$ cat config.mk
export PLATFORM = sky130hd
export DESIGN_NAME = scaler_ratio_and_phase_set_select
export DESIGN_NICKNAME = d
export VERILOG_FILES = /design/src/rtl/srps_pkg.sv /design/src/rtl/srps_ctrl.sv /design/src/rtl/srps_dp.sv /design/src/rtl/scaler_ratio_and_phase_set_select.sv
export SDC_FILE = /design/constraint.sdc
export NUM_CORES = 1
export LEC_CHECK = 0
export ABC_AREA = 1
export BUFFER_PORTS_ARGS = -buffer_cell sky130_fd_sc_hd__clkbuf_2
export CAP_MARGIN = 40
export CORE_UTILIZATION = 44
export CTS_BUF_LIST = sky130_fd_sc_hd__clkbuf_16
export CTS_CLUSTER_DIAMETER = 100
export CTS_CLUSTER_SIZE = 30
export DETAILED_ROUTE_END_ITERATION = 7
export PLACE_DENSITY_LB_ADDON = 0.3
export SYNTH_ARGS = -nofsm -noshare
export SYNTH_HDL_FRONTEND = slang
export SYNTH_SLANG_ARGS = --single-unit
$ cat constraint.sdc
create_clock -name clk -period 7.25 [get_ports clk]
set_input_delay 0 -clock clk [delete_from_list [all_inputs] [get_ports clk]]
set_output_delay 0 -clock clk [all_outputs]
set_load 0.05 [all_outputs]
$ cat src/rtl/srps_pkg.sv
// ----------------------------------------------------------------------------
// srps_pkg
// Shared types and constants for the scaler ratio and phase-set selector.
// ----------------------------------------------------------------------------
package srps_pkg;

    // Default values for the top-level parameters.
    localparam int FRAC_BITS_DEF = 20;
    localparam int SIZE_BITS_DEF = 12;

    // Fixed field widths of the stream words.
    localparam int SIZE_FIELD_W = 12;
    localparam int FRAC_FIELD_W = 20;
    localparam int STEP_W       = 32;
    localparam int PSET_W       = 3;

    // Word widths on the two stream sides.
    localparam int IN_DATA_W  = 4 * SIZE_FIELD_W + 2 * FRAC_FIELD_W;
    localparam int OUT_DATA_W = 2 * STEP_W + 2 * PSET_W + 2;

    // Filter phase-set codes, from unity or upscale to the strongest downscale.
    localparam logic [PSET_W-1:0] PSET_UNITY = 3'd0;
    localparam logic [PSET_W-1:0] PSET_8_7   = 3'd1;
    localparam logic [PSET_W-1:0] PSET_8_6   = 3'd2;
    localparam logic [PSET_W-1:0] PSET_8_5   = 3'd3;
    localparam logic [PSET_W-1:0] PSET_8_4   = 3'd4;
    localparam logic [PSET_W-1:0] PSET_8_3   = 3'd5;
    localparam logic [PSET_W-1:0] PSET_MAX   = 3'd6;

    // Commands from the controller to the datapath.
    typedef struct packed {
        logic load;    // capture a new geometry word and set up both dividers
        logic step;    // one restoring-division iteration on both axes
        logic commit;  // finish the result and load the output register
    } srps_cmd_t;

endpackage

$ cat src/rtl/srps_ctrl.sv
// ----------------------------------------------------------------------------
// srps_ctrl
// Sequencer: accepts a word, runs the divider iterations, hands off the result.
// ----------------------------------------------------------------------------
module srps_ctrl
    import srps_pkg::*;
#(
    parameter int ITERS = FRAC_BITS_DEF + SIZE_BITS_DEF
)
(
    input  logic      clk,
    input  logic      rst_n,
    input  logic      in_valid,
    output logic      in_ready,
    output logic      out_valid,
    input  logic      out_ready,
    output srps_cmd_t cmd
);

    localparam int CNT_W = $clog2(ITERS);

    localparam logic [1:0] ST_IDLE = 2'd0;
    localparam logic [1:0] ST_RUN  = 2'd1;
    localparam logic [1:0] ST_WAIT = 2'd2;

    logic [1:0]       state_reg, state_next;
    logic [CNT_W-1:0] count_reg, count_next;
    logic             valid_reg, valid_next;

    always_comb
    begin
        state_next = state_reg;
        count_next = count_reg;
        cmd        = '0;
        in_ready   = 1'b0;
        case (state_reg)
            ST_IDLE:
            begin
                in_ready = 1'b1;
                if (in_valid)
                begin
                    cmd.load   = 1'b1;
                    count_next = CNT_W'(ITERS - 1);
                    state_next = ST_RUN;
                end
            end
            ST_RUN:
            begin
                cmd.step = 1'b1;
                if (count_reg == '0)
                begin
                    state_next = ST_WAIT;
                end
                else
                begin
                    count_next = count_reg - 1'b1;
                end
            end
            ST_WAIT:
            begin
                // The output register is free, or its word leaves this cycle.
                if (!valid_reg || out_ready)
                begin
                    cmd.commit = 1'b1;
                    state_next = ST_IDLE;
                end
            end
            default:
            begin
                state_next = ST_IDLE;
            end
        endcase
    end

    always_comb
    begin
        valid_next = valid_reg;
        if (cmd.commit)
        begin
            valid_next = 1'b1;
        end
        else if (out_ready)
        begin
            valid_next = 1'b0;
        end
    end

    assign out_valid = valid_reg;

    always_ff @(posedge clk or negedge rst_n)
    begin
        if (!rst_n)
        begin
            state_reg <= ST_IDLE;
            count_reg <= '0;
            valid_reg <= 1'b0;
        end
        else
        begin
            state_reg <= state_next;
            count_reg <= count_next;
            valid_reg <= valid_next;
        end
    end

endmodule

$ cat src/rtl/srps_dp.sv
// ----------------------------------------------------------------------------
// srps_dp
// Datapath: axis swap, two restoring dividers, phase-set binning, reload
// detection against the stored steps, and the output register.
// ----------------------------------------------------------------------------
module srps_dp
    import srps_pkg::*;
#(
    parameter int FRAC_BITS = FRAC_BITS_DEF,
    parameter int SIZE_BITS = SIZE_BITS_DEF
)
(
    input  logic                    clk,
    input  logic                    rst_n,
    input  srps_cmd_t               cmd,
    input  logic [IN_DATA_W-1:0]    in_data,
    input  logic                    in_swap,
    output logic [OUT_DATA_W-1:0]   out_data,
    output logic                    out_error
);

    localparam int NUM_W = SIZE_BITS + FRAC_BITS;

    // Phase-set thresholds: 8/8 .. 8/3 in FRAC_BITS fixed point.
    localparam logic [STEP_W-1:0] TH_8_8 = STEP_W'((64'd8 << FRAC_BITS) / 8);
    localparam logic [STEP_W-1:0] TH_8_7 = STEP_W'((64'd8 << FRAC_BITS) / 7);
    localparam logic [STEP_W-1:0] TH_8_6 = STEP_W'((64'd8 << FRAC_BITS) / 6);
    localparam logic [STEP_W-1:0] TH_8_5 = STEP_W'((64'd8 << FRAC_BITS) / 5);
    localparam logic [STEP_W-1:0] TH_8_4 = STEP_W'((64'd8 << FRAC_BITS) / 4);
    localparam logic [STEP_W-1:0] TH_8_3 = STEP_W'((64'd8 << FRAC_BITS) / 3);

    function automatic logic [PSET_W-1:0] bin_step(input logic [STEP_W-1:0] s);
        logic [PSET_W-1:0] p;
        if (s <= TH_8_8)      p = PSET_UNITY;
        else if (s <= TH_8_7) p = PSET_8_7;
        else if (s <= TH_8_6) p = PSET_8_6;
        else if (s <= TH_8_5) p = PSET_8_5;
        else if (s <= TH_8_4) p = PSET_8_4;
        else if (s <= TH_8_3) p = PSET_8_3;
        else                  p = PSET_MAX;
        return p;
    endfunction

    // Unpack the input word, lowest field first.
    logic [SIZE_FIELD_W-1:0] src_w, src_h, dst_w, dst_h;
    logic [FRAC_FIELD_W-1:0] frac_w, frac_h;

    assign src_w  = in_data[11:0];
    assign src_h  = in_data[23:12];
    assign frac_w = in_data[43:24];
    assign frac_h = in_data[63:44];
    assign dst_w  = in_data[75:64];
    assign dst_h  = in_data[87:76];

    // Numerator and quotient share one shift register per axis.
    logic [NUM_W-1:0]     hnum_reg, vnum_reg;
    logic [SIZE_BITS-1:0] hrem_reg, vrem_reg;
    logic [SIZE_BITS-1:0] hdst_reg, vdst_reg;
    logic [STEP_W-1:0]    last_h_reg, last_v_reg;
    logic [OUT_DATA_W-1:0] out_data_reg;
    logic                  out_error_reg;

    logic [SIZE_BITS:0]   htrial, vtrial;
    logic                 hfit, vfit;
    logic [SIZE_BITS:0]   hdiff, vdiff;

    assign htrial = {hrem_reg, hnum_reg[NUM_W-1]};
    assign vtrial = {vrem_reg, vnum_reg[NUM_W-1]};
    assign hfit   = htrial >= {1'b0, hdst_reg};
    assign vfit   = vtrial >= {1'b0, vdst_reg};
    assign hdiff  = htrial - {1'b0, hdst_reg};
    assign vdiff  = vtrial - {1'b0, vdst_reg};

    // Final steps, with a zero destination saturating its axis.
    logic              hzero, vzero;
    logic [STEP_W-1:0] hstep, vstep;

    assign hzero = (hdst_reg == '0);
    assign vzero = (vdst_reg == '0);
    assign hstep = hzero ? '1 : STEP_W'(hnum_reg);
    assign vstep = vzero ? '1 : STEP_W'(vnum_reg);

    always_ff @(posedge clk)
    begin
        if (cmd.load)
        begin
            if (in_swap)
            begin
                hnum_reg <= {src_h[SIZE_BITS-1:0], frac_h[FRAC_BITS-1:0]};
                vnum_reg <= {src_w[SIZE_BITS-1:0], frac_w[FRAC_BITS-1:0]};
            end
            else
            begin
                hnum_reg <= {src_w[SIZE_BITS-1:0], frac_w[FRAC_BITS-1:0]};
                vnum_reg <= {src_h[SIZE_BITS-1:0], frac_h[FRAC_BITS-1:0]};
            end
            hrem_reg <= '0;
            vrem_reg <= '0;
            hdst_reg <= dst_w[SIZE_BITS-1:0];
            vdst_reg <= dst_h[SIZE_BITS-1:0];
        end
        else if (cmd.step)
        begin
            hnum_reg <= {hnum_reg[NUM_W-2:0], hfit};
            vnum_reg <= {vnum_reg[NUM_W-2:0], vfit};
            hrem_reg <= hfit ? hdiff[SIZE_BITS-1:0] : htrial[SIZE_BITS-1:0];
            vrem_reg <= vfit ? vdiff[SIZE_BITS-1:0] : vtrial[SIZE_BITS-1:0];
        end
        if (cmd.commit)
        begin
            out_data_reg  <= {vstep != last_v_reg, hstep != last_h_reg,
                              bin_step(vstep), bin_step(hstep), vstep, hstep};
            out_error_reg <= hzero | vzero;
        end
    end

    always_ff @(posedge clk or negedge rst_n)
    begin
        if (!rst_n)
        begin
            last_h_reg <= '0;
            last_v_reg <= '0;
        end
        else if (cmd.commit)
        begin
            last_h_reg <= hstep;
            last_v_reg <= vstep;
        end
    end

    assign out_data  = out_data_reg;
    assign out_error = out_error_reg;

endmodule

$ cat src/rtl/scaler_ratio_and_phase_set_select.sv
// ----------------------------------------------------------------------------
// scaler_ratio_and_phase_set_select
// Per-frame scale steps, filter phase sets and reload flags for a scaler.
// ----------------------------------------------------------------------------
// Sequence: an accepted input word is loaded, divided and then committed to
// the output register, which then raises m_tvalid.
// Throughput: s_tready stays low from an accepted word until its result is
// committed; the two restoring dividers retire one quotient bit per cycle per axis.
// Reset: rst_n is asynchronous and active low; it idles the sequencer, empties
// the output register and clears both stored previous steps to zero.
// ----------------------------------------------------------------------------
//
// Each input word carries one frame's geometry. With the swap flag set, the
// source sizes and fractions change axes. Each axis step is
// ((src << FRAC_BITS) + frac) / dst; a zero destination saturates the step to
// all ones and raises the error flag on tuser. The step is binned into one of
// seven filter phase sets, a threshold value falling into the lower set, and
// a reload flag marks an axis whose step differs from the previous frame.
//
// The result sits in an output register, so a new geometry word is accepted
// while the previous result still waits for the downstream side.
module scaler_ratio_and_phase_set_select
    import srps_pkg::*;
#(
    parameter int FRAC_BITS = FRAC_BITS_DEF,
    parameter int SIZE_BITS = SIZE_BITS_DEF
)
(
    input  logic                  clk,
    input  logic                  rst_n,

    input  logic                  s_tvalid,
    output logic                  s_tready,
    // Fields from bit 0: src_width[11:0], src_height[23:12], frac_width[43:24],
    // frac_height[63:44], dst_width[75:64], dst_height[87:76].
    input  logic [IN_DATA_W-1:0]  s_tdata,
    // Fields from bit 0: swap_axes.
    input  logic                  s_tuser,

    output logic                  m_tvalid,
    input  logic                  m_tready,
    // Fields from bit 0: horiz_step[31:0], vert_step[63:32],
    // horiz_phase_set[66:64], vert_phase_set[69:67], horiz_reload[70],
    // vert_reload[71].
    output logic [OUT_DATA_W-1:0] m_tdata,
    // Fields from bit 0: zero_size_error.
    output logic                  m_tuser
);

    srps_cmd_t cmd;

    // Sequencer: one load, SIZE_BITS + FRAC_BITS divide steps, one commit.
    srps_ctrl #(
        .ITERS (SIZE_BITS + FRAC_BITS)
    ) u_ctrl (
        .clk       (clk),
        .rst_n     (rst_n),
        .in_valid  (s_tvalid),
        .in_ready  (s_tready),
        .out_valid (m_tvalid),
        .out_ready (m_tready),
        .cmd       (cmd)
    );

    // Datapath: both axes divide side by side under the same commands.
    srps_dp #(
        .FRAC_BITS (FRAC_BITS),
        .SIZE_BITS (SIZE_BITS)
    ) u_dp (
        .clk       (clk),
        .rst_n     (rst_n),
        .cmd       (cmd),
        .in_data   (s_tdata),
        .in_swap   (s_tuser),
        .out_data  (m_tdata),
        .out_error (m_tuser)
    );

endmodule
==> results of run 1 <==
-- stage by stage --
| step | total power [W] | cells | setup slack [ps] | utilization [%] |
|---|---|---|---|---|
| 6_report | 0.007370 | 2316 | 3745 | 54.23 |
| 5_1_grt | 0.007856 | 2316 | 3507 | 54.23 |
| 4_1_cts | 0.007357 | 2316 | 3764 | 54.23 |
| 3_5_place_dp | 0.006187 | 2194 | 4174 | 49.20 |
| 3_3_place_gp | 0.006133 | 2189 | 4156 | 48.83 |
| 2_1_floorplan | 0.005106 | 1676 | 3359 | - |
-- cell families (layout without fill, tap and decap cells) --
family                     after synthesis  in the layout  synth area share, %
DFF                                    257            257                50.94
buffers and inverters                  304            548                8.553
adders and majority gates               28             28                2.615
xor gates and xnor gates                51             51                3.251
AOI/OAI and AO/OA                      346            346                13.72
and+or+nand+nor                        688            688                20.78
muxes                                    2              2               0.1433
-- where the power goes --
part,switching (W),leakage [nW],total [W],internal (W)
combinational,0.00255,4.58,0.00359,0.00104
clock,0.000572,0.278,0.00109,0.000522
sequential,0.000339,2.58,0.00269,0.00235
-- cell type report --
class	count	area (µm²)
clock inverter	10	206.4
tap	396	495.5
clock buffer	15	375.4
inverter	248	935.9
multi-input combinational	1115	5659
fill	2914	14150
sequential	257	7117
timing repair buffer	275	1972
-- worst max-delay path, stage by stage, from the launching register on --
cell	delay, ps
dfrtp_1	400
nor2_1	250
nand2_1	440
inv_4	580
buf_4	490
buf_12	300
o211ai_1	160
dlygate4sd3_1	620
o21ai_0	80
-- per-layer routing --
| metal | global-route usage [%] | wire length [µm] | vias up |
|---|---|---|---|
| met5 | 0 | 0 | - |
| met4 | 5.265 | 805 | 0 |
| met3 | 2.749 | 2191 | 44 |
| met2 | 42.22 | 19490 | 371 |
| met1 | 36.67 | 19680 | 5826 |
| li1 | - | - | 6005 |
-- cell usage after synthesis, types with 2 or more instances --
master	number	area, µm²
nand3_1	55	275.3
buf_6	6	67.56
clkbuf_1	44	165.2
inv_2	7	26.28
or2_2	2	12.51
a221oi_1	4	35.03
a21oi_1	52	260.3
xnor2_1	10	87.58
a21boi_0	3	22.52
nor3_1	25	125.1
dfrtp_1	72	1802
o21ai_0	219	1096
o21ai_1	2	10.01
fa_1	2	40.04
nand2_1	393	1475
dfxtp_1	24	480.5
nor2_2	7	43.79
ha_1	26	325.3
a211oi_1	2	15.01
nand4_1	20	125.1
mux2i_1	2	20.02
nand2_2	13	81.33
nand3_2	2	20.02
o211ai_1	32	240.2
inv_1	240	900.9
nor3b_1	2	15.01
nand2_4	5	56.30
o21a_1	2	15.01
and3_1	3	18.77
a21oi_2	2	17.52
a2111oi_0	3	26.28
nor4_1	12	75.07
xor2_1	40	350.3
buf_2	4	20.02
nor2_1	143	536.8
o22ai_1	7	43.79
nand3b_1	4	30.03
edfxtp_1	161	4835
a31oi_1	8	50.05
-- worst min-delay path by stage --
stage / end / cells past startpoint / start
global route: u_dp.hnum_reg[24] / 5 / s_tdata[4]
floorplan: u_ctrl.count_reg[0] / 0 / rst_n
finish: u_dp.hnum_reg[2] / 5 / s_tdata[26]
global placement: u_dp.hdst_reg[11] / 1 / s_tdata[75]
CTS: u_dp.hnum_reg[2] / 5 / s_tdata[26]
detailed placement: u_dp.last_h_reg[3] / 1 / rst_n
==> key figures, run 1 <==
Status
  – Status: finished clean

Routing
  – ANT nets after route: 0
  – Routed via count: 12250
  – DR DRC count: 0
  – Wire per inst: 18.21 µm
  – Total wire length: 42170 µm
  – TritonRoute pass-1 iters: 5
  – Via density: 5.288
  – Initial DRC count: 1059

Critical path
  – CP Capture Point: u_dp.vnum_reg[4]
  – WP data required: 7620 ps
  – Largest fanout on the critical path: 59
  – R2R setup slack: 3750 ps
  – Reg2Reg Launch Point: u_ctrl.state_reg[1]
  – Critical Path Start: u_ctrl.state_reg[1]
  – Critical Path AT: 3870 ps
  – Path type of the worst setup path: reg2reg
  – Startpoint Class: register
  – Critical path capture point type: register
  – Reg2reg path depth: 8
  – RR Endpoint: u_dp.vnum_reg[4]

GRT
  – Tot GR Track Use: 25.67%
  – Gr ovfl total: 0
  – Initial antenna violation count: 0
  – First-pass GRT wire length: 65280 µm
  – Vias in the first global route: 11650
  – Largest net degree at the start of global routing: 66

Finish
  – Area Overhead vs Synth: 19.97%
  – Proportion of layout cells with a drive suffix above 1: 12.71%
  – Final instance area: 0.01676 mm²
  – Max reg flops: 72
  – Fin nets: 2033
  – Commonest non-fill, non-tap cell in the layout: nand2_1
  – Ant diodes: 0
  – Most frequent cells in the layout: nand2_1 (393), inv_1 (239), o21ai_0 (219)

Power
  – Max IR drop VDD: 258.8 µV
  – P per Cell Area: 439.7 mW/mm²
  – Static leakage: 7.444 nW

Floorplanning
  – I/O pin count: 168
  – Die H: 180.2 µm
  – Site row count: 64
  – Die area: 0.03247 mm²
  – Die X-Extent: 180.2 µm
  – Core Area: 0.03091 mm²
  – Initial Util: 45.20%

Clocking
  – Root Driver: clkbuf_16
  – CTS Buf Count: 15
  – Post-CTS Resized: 0
  – H-tree depth: 1
  – Post-CTS Setup Inserts: 0
  – Clock Pin Slew Worst Setup and Hold Paths: 110 ps
  – Clock sink count: 257
  – Clock latency at the later pin of the worst-skew pair: 520 ps
  – CTS tree: built
  – Clock buffer depth: 3
  – Hold_buf cts: 97

Placement
  – Placer Congestion: 0.9364
  – Placed Area: 0.01521 mm²
  – DPL Wire Length: 31210 µm
  – Port Buffer Count: 167

Synthesis
  – Mapped Cells: 1676
  – Flops & latches, synth: 257
  – Syn_nets: 1797
  – Synthesized area per cell: 8.336 µm²
  – Post-synth EDFFs: 161
  – Post-Syn Area: 0.01397 mm²
  – Seq/Total Area, Yosys: 50.94%
  – Post-synth top flop: edfxtp_1
  – Synth cell types: 55
  – Ys async rst share: 28.02%
  – Yosys warns: 0

STA
  – Hold WS: 3.530 ps
  – Max Clock Skew: 33.79 ps
  – Crit share post-route: 48.34%
  – Slew @ Worst Pin: 872.2 ps
  – Hold Vio Cnt, Final: 0
  – Setup violations, final: 0
  – Slew headroom: 41.85%
  – Max Freq: 0.2853 GHz
  – Min Tclk post-route: 3505 ps
  – Slew Limit Fails: 0
  – Total negative setup slack: 0 ps
  – RSZ-0062 raised after global routing: no

Flow run
  – Max-cap viol count: 0

Min path
  – Hold Crit Class: in2reg
(Power assumes the default switching activity.)
==> run 2, diff against run 1 <==
clock period = 3.7 ns   (was 7.25 ns; I/O delays follow)
==> key figures, run 2 (synthesis gave the netlist of run 1 again) <==
Critical path
  – WP buf/inv: 4
  – WP data required: 3990 ps
  – Critical path capture point type: register
  – Startpoint Class: register
  – Cell family with most CP delay: simple AND/OR/NAND/NOR gates
  – Critical path's largest stage delay: 420 ps
  – Critical path's slowest cell: nand2_2
  – Crit-path cells: inv_1, nand2_1, nor2_1, nand2_2, inv_1, nor2_1, inv_1, nor2_1, nand2_1, nor2_1, nand2_1, a21oi_1, o21ai_1, nand3_1, inv_1
  – WP depth: 15
  – Reg2Reg Launch Point: u_dp.vdst_reg[1]
  – R2R setup slack: 610 ps
  – Largest fanout on the critical path: 24
  – Path type of the worst setup path: reg2reg
  – Critical Path AT: 3380 ps
  – RR Endpoint: u_dp.out_data[68]
  – Reg2reg path depth: 15

GRT
  – Gr ovfl total: 0
  – First-pass GRT wire length: 65630 µm
  – Vias in the first global route: 11900
  – Largest net degree at the start of global routing: 124
  – Initial antenna violation count: 0
  – Tot GR Track Use: 25.75%

STA
  – Min Tclk post-route: 3091 ps
  – Total negative setup slack: 0 ps
  – Slew @ Worst Pin: 894.9 ps
  – Hold Vio Cnt, Final: 1
  – Crit share post-route: 83.55%
  – Slew headroom: 40.34%
  – Max Freq: 0.3235 GHz
  – RSZ-0062 raised after global routing: no
  – Hold WS: -3.192 ps
  – Slew Limit Fails: 0
  – Max Clock Skew: 25.63 ps
  – Setup violations, final: 0

Routing
  – DR DRC count: 0
  – TritonRoute pass-1 iters: 5
  – Routed via count: 12390
  – Initial DRC count: 1202
  – Wire per inst: 18.12 µm
  – Via density: 5.363
  – ANT nets after route: 0
  – Total wire length: 41880 µm

Power
  – Psw: 0.006726 W
  – Sw Ratio: 47.50%
  – Clock network power share: 13.0%
  – Static leakage: 7.388 nW
  – P per Cell Area: 853.4 mW/mm²
  – Gate power share: 49.8%
  – Sequential Power Share: 37.3%
  – Max IR drop VDD: 565.4 µV
  – Power Internal: 0.007435 W
  – Tot Pwr: 0.01416 W

Min path
  – WHS Path Cells: 5
  – WHS Endpoint: u_dp.hnum_reg[26]
  – Hold Crit Class: in2reg
  – HP Start: s_tdata[6]

Flow run
  – Max-cap viol count: 0

Floorplanning
  – Die H: 180.2 µm
  – Initial Util: 45.20%
  – Die area: 0.03247 mm²
  – I/O pin count: 168
  – Core Area: 0.03091 mm²
  – Die X-Extent: 180.2 µm
  – Site row count: 64

Status
  – Failing checks: negative hold slack
  – Status: finished with violations

Clocking
  – Root Driver: clkbuf_16
  – H-tree depth: 1
  – Clock sink count: 257
  – Clock buffer depth: 3
  – Clock latency at the later pin of the worst-skew pair: 520 ps
  – Post-CTS Setup Inserts: 0
  – Post-CTS Resized: 0
  – CTS Buf Count: 14
  – CTS tree: built
  – Clock Pin Slew Worst Setup and Hold Paths: 120 ps
  – Hold_buf cts: 90

Finish
  – Fin nets: 2028
  – Commonest non-fill, non-tap cell in the layout: nand2_1
  – Final instance area: 0.01659 mm²
  – Sequential Area: 0.007117 mm²
  – Fillers: 2917
  – Area used by multi-input combinational logic: 0.005659 mm²
  – Ant diodes: 0
  – Max reg flops: 72
  – Most frequent cells in the layout: nand2_1 (393), inv_1 (240), o21ai_0 (219)
  – Area Overhead vs Synth: 18.77%
  – Proportion of layout cells with a drive suffix above 1: 12.79%

Placement
  – DPL Wire Length: 30910 µm
  – Placer Congestion: 1.042
  – Port Buffer Count: 167
  – Placed Area: 0.01521 mm²
==> run 2: worst min-delay path: stages <==
cell	delay [ps]
clkbuf_2	70
inv_1	50
o21ai_0	170
nand2_1	50
o21ai_0	60
==> run 2: metal layers <==
layer | vias up | share of wire [%] | track usage (%)
li1 | 5995 | - | -
met1 | 5852 | 45 | 36.12
met2 | 480 | 45 | 41.10
met3 | 67 | 6.8 | 3.800
met4 | 0 | 3.2 | 8.000
met5 | - | 0 | 0
==> run 2: area by class of cell <==
type | instances | area share (%)
Sequential cell | 257 | 42.89
Multi-Input combinational cell | 1115 | 34.11
Timing Repair Buffer | 271 | 11.54
Inverter | 248 | 5.640
Tap cell | 396 | 2.986
Clock buffer | 15 | 2.262
Clock inverter | 9 | 0.5806
==> run 2: how the worst max path moves through the flow <==
stage	startpoint	end	slack, ps
2_1_floorplan	u_ctrl.state_reg[0]	u_dp.hnum_reg[0]	400
3_3_place_gp	u_dp.vdst_reg[1]	u_dp.out_data[68]	650
3_5_place_dp	u_dp.vdst_reg[10]	u_dp.out_data[68]	590
4_1_cts	u_dp.vdst_reg[10]	u_dp.out_data[68]	580
5_1_grt	u_dp.vdst_reg[1]	u_dp.out_data[68]	310
6_report	u_dp.vdst_reg[1]	u_dp.out_data[68]	610
==> run 2: power by group through the flow <==
stage	clock (W)	sequential [W]	combinational (W)
after floorplan	0	0.00571	0.00428
after detailed placement	0	0.00531	0.00685
after global routing	0.00197	0.00539	0.00781
final	0.00183	0.00528	0.00705
after global placement	0	0.00531	0.00678
after CTS	0.00189	0.00525	0.00700
==> run 2: stage by stage <==
step	utilization, %	instances	setup slack [ps]	hold slack [ps]
6_report	53.68	2311	608.8	-3.192
5_1_grt	53.68	2311	306.0	17.23
3_3_place_gp	49.12	2196	653.4	176.6
4_1_cts	53.68	2311	584.7	4.388
2_1_floorplan	-	1676	402.5	-295.6
3_5_place_dp	49.21	2197	590.1	-58.87
==> run 3, diff against run 2 <==
ABC_AREA = 0   (was 1)
clock period = 3.17 ns   (was 3.7 ns; I/O delays follow)
==> key figures, run 3 <==
Status
  – Status: finished clean

Critical path
  – Reg2reg path depth: 10
  – Critical Path AT: 3320 ps
  – Largest fanout on the critical path: 13
  – Critical path capture point type: register
  – WP data required: 3600 ps
  – Startpoint Class: register
  – Path type of the worst setup path: reg2reg

Clocking
  – CTS Buf Count: 13
  – Root Driver: clkbuf_16
  – Clock Pin Slew Worst Setup and Hold Paths: 120 ps
  – H-tree depth: 1
  – Post-CTS Resized: 0
  – Clock sink count: 257
  – CTS tree: built
  – Clock buffer depth: 3
  – Clock latency at the later pin of the worst-skew pair: 510 ps

Synthesis
  – Post-Syn Area: 0.01368 mm²
  – Synthesized area per cell: 10.16 µm²
  – Flops & latches, synth: 257
  – Yosys warns: 0
  – Post-synth top flop: edfxtp_1
  – Ys async rst share: 28.02%
  – Synth cell types: 67
  – Seq/Total Area, Yosys: 52.03%
  – Synth area leader: edfxtp_1
  – Most instantiated cells after synthesis: nand2_1 (167), edfxtp_1 (161), o21ai_0 (151)
  – Post-synth EDFFs: 161
  – Synth top area share: 35.35%
  – Mapped Cells: 1346
  – Most common cell in the netlist: nand2_1
  – Top cells by area, synth: edfxtp_1 (35%), dfrtp_1 (13%), mux2i_1 (5.9%)
  – Syn_nets: 1467

STA
  – Total negative setup slack: 0 ps
  – Slew @ Worst Pin: 942.6 ps
  – Hold Vio Cnt, Final: 0
  – Hold WS: 4.768 ps
  – RSZ-0062 raised after global routing: no
  – Min Tclk post-route: 2893 ps
  – Slew Limit Fails: 0
  – Slew headroom: 37.16%
  – Max Clock Skew: 20.62 ps
  – Setup violations, final: 0
  – Max Freq: 0.3457 GHz
  – Crit share post-route: 91.25%

Placement
  – DPL Wire Length: 25970 µm
  – Placer Congestion: 0.8812
  – Port Buffer Count: 167
  – Placed insts: 1858

Floorplanning
  – Core Area: 0.03059 mm²
  – Initial Util: 44.72%
  – Die X-Extent: 178.3 µm
  – Die H: 178.3 µm
  – Die area: 0.03180 mm²
  – Site row count: 64
  – I/O pin count: 168

Finish
  – Ant diodes: 0
  – Non-Filler Instances: 2001
  – Max reg flops: 72
  – Proportion of layout cells with a drive suffix above 1: 16.70%
  – Fin nets: 1719
  – Final Core Density: 54.61%
  – Area Overhead vs Synth: 22.13%
  – Commonest non-fill, non-tap cell in the layout: nand2_1
  – Fillers: 2711
  – Most frequent cells in the layout: nand2_1 (166), clkbuf_2 (165), edfxtp_1 (161)

Routing
  – Wire per inst: 18.32 µm
  – DR DRC count: 0
  – ANT nets after route: 0
  – Via density: 5.529
  – Initial DRC count: 1106
  – Total wire length: 36660 µm
  – Routed via count: 11060
  – TritonRoute pass-1 iters: 5

Power
  – P per Cell Area: 829.3 mW/mm²
  – Max IR drop VDD: 476.2 µV
  – Static leakage: 7.013 nW
  – Tot Pwr: 0.01385 W

GRT
  – First-pass GRT wire length: 57410 µm
  – Largest net degree at the start of global routing: 99
  – Tot GR Track Use: 23.22%
  – Initial antenna violation count: 0
  – Gr ovfl total: 0
  – Vias in the first global route: 10590

Min path
  – Hold Crit Class: in2reg
  – WHS Path Cells: 3

Flow run
  – Max-cap viol count: 0
[run 3: cell count changes in the layout (fill, tap and decap cells not counted), sizes merged, moves of 34 or more]
cell,previous run,this run
inv,253,77
mux2,0,34
mux2i,2,80
nand2,411,167
nand2b,0,34
nand3,57,22
nor2,150,71
o21ai,221,152
[run 3: final cells by class]
type                    instances  area [µm²]  share of cell area [%]
clock inverters                 9       97.59                  0.5842
multi-input cells             932        5976                   35.77
repair buffers                323        2417                   14.47
well taps                     396       495.5                   2.966
flip-flops and latches        257        7117                   42.60
clock buffers                  13       325.3                   1.947
inverters                      71       276.5                   1.655
[run 3: path summary, 6_finish.rpt]
check,startpoint,slack [ps],end
setup / recovery,u_dp.vdst_reg[1],280,u_dp.vrem_reg[0]
hold / removal,s_tdata[52],5,u_dp.vnum_reg[8]
setup reg to reg,u_dp.vdst_reg[1],280,u_dp.vrem_reg[0]
hold reg to reg,u_dp.hrem_reg[11],470,u_dp.hrem_reg[11]
max in group asynchronous,rst_n,2380,u_dp.last_v_reg[26]
min in group asynchronous,rst_n,10,u_dp.last_v_reg[30]
[run 3: power breakdown]
group / switching (W) / internal [W] / leakage [nW] / total (W)
Clock: 0.00116 / 0.000882 / 0.219 / 0.00204
Sequential: 0.00126 / 0.00481 / 2.54 / 0.00608
Combinational: 0.00325 / 0.00248 / 4.25 / 0.00573
[run 3: logic make-up after synthesis]
| kind of cell | Yosys count | synth area share [%] |
|---|---|---|
| AND/OR/NAND/NOR | 427 | 15.10 |
| AO/OA/AOI/OAI | 298 | 13.01 |
| flip-flops | 257 | 52.03 |
| buffers and inverters | 157 | 4.372 |
| multiplexers | 114 | 8.654 |
| XOR/XNOR | 65 | 4.162 |
| adder cells (fa/ha/maj) | 28 | 2.671 |
[run 3: stage by stage]
stage	cell area (µm²)	setup slack, ps
finish	16700	277.3
global placement	15000	461.1
CTS	16690	334.4
floorplan	13700	112.3
detailed placement	15070	354.3
global route	16700	120.0
[run 3: what timing repair did]
action / in CTS / in global routing
hold endpoints to repair: 160 / 0
endpoints found under the setup margin: 0 / 0
hold buffers: 120 / 0
buffers inserted: 0 / 0
[run 3: routing by layer]
| metal | vias up | track usage [%] | wire length, µm |
|---|---|---|---|
| met5 | - | 0 | 0 |
| met4 | 0 | 4.273 | 490 |
| met3 | 39 | 2.302 | 2341 |
| met2 | 374 | 38.10 | 16960 |
| met1 | 5299 | 33.53 | 16860 |
| li1 | 5351 | - | - |
[run 3: critical path, cell delays in order (launching register included)]
cell and delay, ps:
edfxtp_1 440, inv_1 60, ha_1 290, nor2b_1 210, o2111ai_1 150, a21oi_1 210
o41ai_1 100, a21oi_1 220, a21o_1 590, mux2_2 410, o21ai_0 130
